**src/lru_pkg.sv**
```systemverilog
package lru_pkg;

	localparam int NUM_FRAMES_DEF = 8;
	localparam int PAGE_BITS_DEF  = 16;
	localparam int STAMP_BITS_DEF = 32;

	localparam int PAGE_FIELD_W  = 16;
	localparam int FRAME_FIELD_W = 3;
	localparam int FAULT_W       = 32;
	localparam int CFG_W         = 4;
	localparam int IN_TDATA_W    = 16;
	localparam int OUT_TDATA_W   = 56;
	localparam int APB_ADDR_W    = 3;
	localparam int APB_DATA_W    = 32;

	localparam logic [0:0]       REG_FRAMES_IN_USE = 1'b0;
	localparam logic [CFG_W-1:0] FRAMES_RESET      = 4'd8;

	typedef enum logic [1:0] {
		ST_IDLE,
		ST_SCAN,
		ST_DRAIN,
		ST_WRITE
	} state_t;

endpackage

```
**src/lru_ram.sv**
```systemverilog
module lru_ram #(
	parameter int WIDTH = 48,
	parameter int DEPTH = 8,
	parameter int AW    = (DEPTH > 1) ? $clog2(DEPTH) : 1
) (
	input  logic             clk,
	input  logic             we,
	input  logic [AW-1:0]    waddr,
	input  logic [WIDTH-1:0] wdata,
	input  logic             re,
	input  logic [AW-1:0]    raddr,
	output logic [WIDTH-1:0] rdata
);

	logic [WIDTH-1:0] mem_q [DEPTH];

	always_ff @(posedge clk) begin
		if (we) begin
			mem_q[waddr] <= wdata;
		end
		if (re) begin
			rdata <= mem_q[raddr];
		end
	end

endmodule

```
**src/lru_page_replacement.sv**
```systemverilog
// an accepted input word is looked up by scanning the managed frames, where managed frames
// is frames_in_use held to 1..NUM_FRAMES, then drain and write states; the write waits while
// the last result word is stalled. A new word is taken only once the block is back in idle;
// the frame ram is scanned one frame per cycle through its single read port
// arst_n clears control state, empties all frames, zeroes both counters and sets
// frames_in_use to 8; a word with tlast set clears frames and counters after its result
module lru_page_replacement #(
	parameter int NUM_FRAMES = lru_pkg::NUM_FRAMES_DEF,
	parameter int PAGE_BITS  = lru_pkg::PAGE_BITS_DEF,
	parameter int STAMP_BITS = lru_pkg::STAMP_BITS_DEF
) (
	input  logic                             clk,
	input  logic                             arst_n,
	input  logic                             psel,
	input  logic                             penable,
	input  logic                             pwrite,
	input  logic [lru_pkg::APB_ADDR_W-1:0]   paddr,
	input  logic [lru_pkg::APB_DATA_W-1:0]   pwdata,
	output logic [lru_pkg::APB_DATA_W-1:0]   prdata,
	output logic                             pready,
	input  logic                             s_axis_tvalid,
	output logic                             s_axis_tready,
	input  logic [lru_pkg::IN_TDATA_W-1:0]   s_axis_tdata,  // page_number
	input  logic                             s_axis_tlast,
	output logic                             m_axis_tvalid,
	input  logic                             m_axis_tready,
	// frame_index, evicted_valid, evicted_page, fault_total, zero pad
	output logic [lru_pkg::OUT_TDATA_W-1:0]  m_axis_tdata,
	output logic [0:0]                       m_axis_tuser   // hit
);

	localparam int IDX_W = (NUM_FRAMES > 1) ? $clog2(NUM_FRAMES) : 1;
	localparam int CNT_W = 7;
	localparam int RAM_W = PAGE_BITS + STAMP_BITS;
	localparam logic [CNT_W-1:0] NF_MAX = CNT_W'(NUM_FRAMES);

	lru_pkg::state_t state_q, state_d;

	logic [lru_pkg::CFG_W-1:0]   frames_q;
	logic [PAGE_BITS-1:0]        req_page_q;
	logic                        req_last_q;
	logic [STAMP_BITS-1:0]       step_q;
	logic [lru_pkg::FAULT_W-1:0] fault_q, fault_d;
	logic [NUM_FRAMES-1:0]       valid_q;
	logic [IDX_W-1:0]            idx_q;
	logic                        cmp_v_s1;
	logic [IDX_W-1:0]            cmp_idx_s1;
	logic                        found_q;
	logic [IDX_W-1:0]            hit_idx_q, min_idx_q;
	logic [STAMP_BITS-1:0]       min_stamp_q;
	logic                        min_valid_q;
	logic [PAGE_BITS-1:0]        min_page_q;

	logic                                  m_valid_q, m_hit_q, m_ev_valid_q;
	logic [lru_pkg::FRAME_FIELD_W-1:0]     m_frame_q;
	logic [lru_pkg::PAGE_FIELD_W-1:0]      m_ev_page_q;
	logic [lru_pkg::FAULT_W-1:0]           m_fault_q;

	logic                  cfg_wr, in_acc, ram_re, do_write, last_issue;
	logic [CNT_W-1:0]      cfg_ext, n_eff;
	logic [IDX_W-1:0]      pos;
	logic [RAM_W-1:0]      rd_data;
	logic [PAGE_BITS-1:0]  rd_page;
	logic [STAMP_BITS-1:0] rd_stamp, eff_stamp;
	logic                  rd_valid, page_eq, stamp_lt;
	logic [31:0]           in_ext, ev_ext;
	logic [7:0]            pos_ext;

	// configuration port
	assign pready = 1'b1;
	assign cfg_wr = psel && penable && pwrite && pready;
	assign prdata = (paddr[2] == lru_pkg::REG_FRAMES_IN_USE) ?
		lru_pkg::APB_DATA_W'(frames_q) : '0;

	always_ff @(posedge clk or negedge arst_n) begin
		if (!arst_n) begin
			frames_q <= lru_pkg::FRAMES_RESET;
		end else if (cfg_wr && paddr[2] == lru_pkg::REG_FRAMES_IN_USE) begin
			frames_q <= pwdata[lru_pkg::CFG_W-1:0];
		end
	end

	// managed frame count, clamped to 1..NUM_FRAMES
	assign cfg_ext = CNT_W'(frames_q);
	assign n_eff = (cfg_ext == '0) ? CNT_W'(1) : ((cfg_ext > NF_MAX) ? NF_MAX : cfg_ext);
	assign last_issue = (CNT_W'(idx_q) == n_eff - CNT_W'(1));

	// next state
	always_comb begin
		state_d = state_q;
		case (state_q)
			lru_pkg::ST_IDLE: begin
				if (s_axis_tvalid) begin
					state_d = lru_pkg::ST_SCAN;
				end
			end
			lru_pkg::ST_SCAN: begin
				if (last_issue) begin
					state_d = lru_pkg::ST_DRAIN;
				end
			end
			lru_pkg::ST_DRAIN: begin
				state_d = lru_pkg::ST_WRITE;
			end
			lru_pkg::ST_WRITE: begin
				if (!m_valid_q || m_axis_tready) begin
					state_d = lru_pkg::ST_IDLE;
				end
			end
			default: begin
				state_d = lru_pkg::ST_IDLE;
			end
		endcase
	end

	// state outputs
	always_comb begin
		s_axis_tready = 1'b0;
		ram_re        = 1'b0;
		do_write      = 1'b0;
		case (state_q)
			lru_pkg::ST_IDLE: begin
				s_axis_tready = 1'b1;
			end
			lru_pkg::ST_SCAN: begin
				ram_re = 1'b1;
			end
			lru_pkg::ST_DRAIN: begin
			end
			lru_pkg::ST_WRITE: begin
				do_write = !m_valid_q || m_axis_tready;
			end
			default: begin
			end
		endcase
	end

	assign in_acc = s_axis_tvalid && s_axis_tready;

	always_ff @(posedge clk or negedge arst_n) begin
		if (!arst_n) begin
			state_q <= lru_pkg::ST_IDLE;
		end else begin
			state_q <= state_d;
		end
	end

	// frame store: page and stamp in ram, valid bits in flops
	lru_ram #(
		.WIDTH(RAM_W),
		.DEPTH(NUM_FRAMES),
		.AW   (IDX_W)
	) u_ram (
		.clk  (clk),
		.we   (do_write),
		.waddr(pos),
		.wdata({req_page_q, step_q}),
		.re   (ram_re),
		.raddr(idx_q),
		.rdata(rd_data)
	);

	// shared compare unit, one frame per cycle
	assign rd_page   = rd_data[RAM_W-1:STAMP_BITS];
	assign rd_stamp  = rd_data[STAMP_BITS-1:0];
	assign rd_valid  = valid_q[cmp_idx_s1];
	assign eff_stamp = rd_valid ? rd_stamp : '0;
	assign page_eq   = rd_valid && (rd_page == req_page_q);
	assign stamp_lt  = (cmp_idx_s1 == '0) || (eff_stamp < min_stamp_q);

	assign pos = found_q ? hit_idx_q : min_idx_q;

	assign fault_d = (!found_q && fault_q != '1) ? fault_q + 1'b1 : fault_q;

	assign in_ext  = 32'(s_axis_tdata);
	assign ev_ext  = 32'(min_page_q);
	assign pos_ext = 8'(pos);

	always_ff @(posedge clk or negedge arst_n) begin
		if (!arst_n) begin
			step_q    <= '0;
			fault_q   <= '0;
			valid_q   <= '0;
			idx_q     <= '0;
			cmp_v_s1  <= 1'b0;
			found_q   <= 1'b0;
			m_valid_q <= 1'b0;
		end else begin
			cmp_v_s1 <= ram_re;
			if (in_acc) begin
				idx_q   <= '0;
				found_q <= 1'b0;
				if (step_q != '1) begin
					step_q <= step_q + 1'b1;
				end
			end else if (ram_re) begin
				idx_q <= idx_q + 1'b1;
			end
			if (cmp_v_s1 && page_eq && !found_q) begin
				found_q <= 1'b1;
			end
			if (do_write) begin
				m_valid_q <= 1'b1;
				if (req_last_q) begin
					valid_q <= '0;
					step_q  <= '0;
					fault_q <= '0;
				end else begin
					valid_q[pos] <= 1'b1;
					fault_q      <= fault_d;
				end
			end else if (m_axis_tready) begin
				m_valid_q <= 1'b0;
			end
		end
	end

	// search results and result word
	always_ff @(posedge clk) begin
		if (in_acc) begin
			req_page_q <= in_ext[PAGE_BITS-1:0];
			req_last_q <= s_axis_tlast;
		end
		cmp_idx_s1 <= idx_q;
		if (cmp_v_s1) begin
			if (page_eq && !found_q) begin
				hit_idx_q <= cmp_idx_s1;
			end
			if (stamp_lt) begin
				min_idx_q   <= cmp_idx_s1;
				min_stamp_q <= eff_stamp;
				min_valid_q <= rd_valid;
				min_page_q  <= rd_page;
			end
		end
		if (do_write) begin
			m_hit_q      <= found_q;
			m_frame_q    <= pos_ext[lru_pkg::FRAME_FIELD_W-1:0];
			m_ev_valid_q <= !found_q && min_valid_q;
			m_ev_page_q  <= (!found_q && min_valid_q) ?
				ev_ext[lru_pkg::PAGE_FIELD_W-1:0] : '0;
			m_fault_q    <= fault_d;
		end
	end

	assign m_axis_tvalid = m_valid_q;
	assign m_axis_tuser  = m_hit_q;
	assign m_axis_tdata  = {4'b0, m_fault_q, m_ev_page_q, m_ev_valid_q, m_frame_q};

endmodule

```
**config.mk**
```make
export PLATFORM = sky130hd
export DESIGN_NAME = lru_page_replacement
export DESIGN_NICKNAME = d
export VERILOG_FILES = /design/src/lru_pkg.sv /design/src/lru_ram.sv /design/src/lru_page_replacement.sv
export SDC_FILE = /design/constraint.sdc
export NUM_CORES = 1
export LEC_CHECK = 0
export ABC_AREA = 1
export ABC_CLOCK_PERIOD_IN_PS = 7300
export BUFFER_PORTS_ARGS = -buffer_cell sky130_fd_sc_hd__clkbuf_2
export CORE_MARGIN = 5
export CORE_UTILIZATION = 60
export DETAILED_ROUTE_END_ITERATION = 10
export GPL_TIMING_DRIVEN = 0
export PLACE_DENSITY_LB_ADDON = 0.15
export SYNTH_ARGS = -nofsm -noshare
export SYNTH_HDL_FRONTEND = slang
export SYNTH_SLANG_ARGS = --single-unit
```
**constraint.sdc**
```tcl
create_clock -name clk -period 7.3 [get_ports clk]
set_clock_uncertainty 0.1 [all_clocks]
set_input_delay 1.095 -clock clk [delete_from_list [all_inputs] [get_ports clk]]
set_output_delay 1.095 -clock clk [all_outputs]
set_load 0.01 [all_outputs]
```
==> key figures <==
Routing
  – WL final: 64.63 mm
  – Average wire per standard cell: roughly 21 um
  – # DRC: 0
  – Vias post-DR: between 15,000 and 20,000
  – First-pass detailed-route iteration total: 6
  – Post-DRT Antenna Nets: 0
  – DR iter-0 viols: approximately 2,200
  – Via density: 5.716

Pwr
  – Peak supply drop: 0.0002581 V
  – Final Power: between 10 and 15 mW
  – LEAKAGE: ~12 nW
  – PwrDens: a little over 400 nW/um^2

Floorplan
  – Die X: 221.6 um
  – DIE AREA: ~49,000 um^2
  – Core Area: around 44,000 um^2
  – Starting Density: approximately 61%
  – I/O Pins: about 150
  – Num rows: 77
  – Die H: 221.6 um

Synth
  – Synth Cell Area: ~27,000 um^2
  – Xor-xnor portion of the synthesized cell area: 1.788%
  – Synthesized-area fraction occupied by adder cells: roughly 1.8%
  – Synth Register Bits: between 600 and 700
  – Compound-Gate Fraction of Synth Area: 8.369%
  – Synth warn: 0
  – Sequential share of the synthesized area: 70.31%
  – Syn Inst Count: ~2,300
  – Mean Syn Cell Area: about 12 um^2
  – Mux contribution to synthesized area: 0%
  – Post-Synth Simple-Gate Area: about 12%
  – Largest family of logic cells by synthesized area: simple AND/OR/NAND/NOR gates
  – Synth unique cells: 49

Finish
  – Final net count: around 2,600
  – Sequential cell area: approximately 19,000 um^2
  – Area occupied by multi-input gates: 6779 um^2
  – # diodes: 0
  – Finished Layout Cells: 3,117
  – Layout cells sized above 1: about an eighth
  – Fill cells: around 3,100
  – Finished layout cell area: 30,680 um^2
  – Synth-to-Final Area Change: 14.19%

Global routing
  – First-pass GRT wire length: just under 100 mm
  – Grt total ovfl: 0
  – Initial antenna violation count: 0
  – Largest net degree at the start of global routing: 53
  – GRT Total Usage: about a quarter
  – Vias in the first global route: approximately 18,000

Timing
  – Fin Setup TNS: 0 ns
  – Ratio of final minimum period to clock period: a little over three fifths
  – Slew Limit Fails: 0
  – Relative slew slack: a little under a third
  – Fmax achieved: between 200 and 250 MHz
  – Finish-stage setup viols: 0
  – Final hold viol count: 0
  – RSZ-0062 raised after global routing: no
  – Final Critical Period: about 4.6 ns
  – Worst-margin pin slew: just over 1 ns

Critical path
  – Critical path endpoint category: flip-flop
  – Critical R2R Launch: cmp_idx_s1[0]$_DFF_P_
  – Setup CP Type: reg2reg
  – CP Max Fanout: 24
  – Startpoint class of the critical path: flip-flop
  – Worst setup path startpoint: cmp_idx_s1[0]$_DFF_P_
  – CP arrival: slightly below 5 ns
  – WP data required: 7.51 ns

Place
  – Post-DP Area: between 20,000 and 30,000 um^2
  – Port bufs: 87
  – Dpl hpwl: roughly 43 mm
  – Number of instances in the placed design: around 3,000
  – Gpl congestion: around 0.90

Clock network
  – Root Driver: clkbuf_16
  – CTS H-tree depth: 2
  – Clk buf depth: 3
  – CTS Buf Count: between 60 and 70
  – Post-CTS Resized: 0
  – CTS tree: built
  – Hold-fix buffers, CTS: 0
  – Setup Buffers After CTS: 0
  – Worst-skew pair later-pin latency: 0.64 ns
  – Clock sinks: ~640
  – Register clock-pin slew on the reported worst setup and hold paths: around 0.06 ns

Hold path
  – Min-delay src: u_ram.rdata[39]$_DFFE_PP_
  – Worst Hold Class: reg2reg

Outcome
  – Outcome: complete, no violations

Run
  – Max-Cap Viols: 0
-- through the flow --
step	hold WS, ns	util [%]	setup slack, ns
detailed placement	0.3442	64.89	2.801
global placement	0.3424	63.68	-0.7403
floorplan	0.2693	-	2.071
global route	0.3681	69.38	2.170
finish	0.3571	69.38	2.680
CTS	0.3593	69.38	2.756
-- area by class of cell --
cell class	count	area share [%]
Sequential cell	644	61.57
Multi-Input combinational cell	1325	22.10
Clock buffer	84	5.555
Timing Repair Buffer	107	2.879
Inverter	211	2.582
Tap cell	592	2.414
Buffer	123	1.986
Clock inverter	31	0.9176
-- per-layer routing --
layer | global-route usage (%) | wire length [um] | vias up
li1 | - | - | 8241
met1 | 35.37 | 25560 | 8489
met3 | 7.202 | 6899 | 153
met2 | 41.04 | 30220 | 935
met4 | 8.590 | 1952 | 0
met5 | 0 | 0 | -
-- cell usage in the layout, fill, tap and decap left out, types with 26 or more instances in the layout --
cell type | synthesis | final
edfxtp_1 | 557 | 557
nor2_1 | 511 | 503
o21ai_0 | 214 | 214
inv_1 | 194 | 194
nand2_1 | 161 | 161
clkbuf_2 | 0 | 88
clkbuf_1 | 72 | 85
dfrtp_1 | 83 | 83
o22ai_1 | 62 | 62
clkbuf_16 | 0 | 62
a31oi_1 | 49 | 49
xor2_1 | 45 | 45
ha_1 | 39 | 38
a21oi_1 | 36 | 35
buf_4 | 35 | 35
conb_1 | 2 | 33
nand3_1 | 31 | 31
nand4_1 | 27 | 27
nor3_1 | 26 | 26
-- sequential cells by signal, indices dropped and copies added (netlist names), 2 cells and up --
name	flops
m_fault_q	32
min_page_q	16
req_page_q	16
m_ev_page_q	16
state_q	2
u_ram.mem_q	384
fault_q	32
step_q	32
idx_q	3
valid_q	8
hit_idx_q	3
cmp_idx_s1	3
min_stamp_q	32
frames_q	4
min_idx_q	3
m_frame_q	3
u_ram.rdata	48
-- Yosys cell counts (all sizes together) --
master,instances,share of area (%)
o22ai,62,1.4
xnor2,8,0.26
conb,2,0.028
a22o,1,0.033
o221ai,3,0.098
dfxtp,3,0.22
edfxtp,557,62
o21ai,230,4.3
nand2,166,2.4
buf,51,1.3
xor2,46,1.5
nand4,27,0.63
a21oi,45,0.96
inv,210,2.9
nor3,32,0.75
dfrtp,83,7.7
a31oi,49,1.1
a2111oi,1,0.033
clkbuf,72,1.0
or2,4,0.10
a211oi,5,0.14
nor4,9,0.29
nor4b,1,0.033
a221oi,1,0.033
dfstp,1,0.098
clkinv,1,0.014
ha,39,1.8
a311oi,4,0.13
nor2,521,7.5
nand3,36,0.76
o21a,2,0.056
-- worst paths after layout --
check | to | depth (start not counted) | slack, ns
setup / recovery | min_stamp_q[18]$_DFFE_PP_ | 16 | 2.68
hold / removal | min_page_q[7]$_DFFE_PP_ | 0 | 0.36
setup reg to reg | min_stamp_q[18]$_DFFE_PP_ | 16 | 2.68
hold reg to reg | min_page_q[7]$_DFFE_PP_ | 0 | 0.36
max in group asynchronous | step_q[14]$_DFF_PN0_ | 2 | 6.02
min in group asynchronous | m_axis_tvalid$_DFFE_PN0P_ | 1 | 0.38
-- worst max-delay path: stages (launching register included) --
cell       delay [ns]
dfxtp_1          0.38
inv_1            0.13
nand2_1          0.06
nand3_1          0.06
nand3_1          0.10
nand2_1          0.44
clkbuf_1         0.78
nor2_1           0.14
ha_1             0.34
a21oi_1          0.13
nor2_1           0.05
a2111oi_0        0.34
nand2_1          0.17
nand2_1          0.09
nand2_1          0.13
a21oi_4          0.53
buf_12           0.26
-- report_power, final --
part | leakage, nW | total, mW | switching (mW) | internal (mW)
Combinational | 4.23 | 4.06 | 2.87 | 1.19
Sequential | 6.34 | 5.53 | 0.405 | 5.12
Clock | 0.972 | 3.13 | 1.33 | 1.80
Total | 11.5 | 12.7 | 4.60 | 8.12
-- cells by family (layout without fill, tap and decap cells) --
kind of cell,count (synthesis),after routing
other cells,2,33
buf+inv,334,556
simple gates,796,796
compound gates,403,403
fa+ha+maj,39,39
xor+xnor,54,54
flops,644,644
No activity file was read; power rests on OpenSTA's default activity.
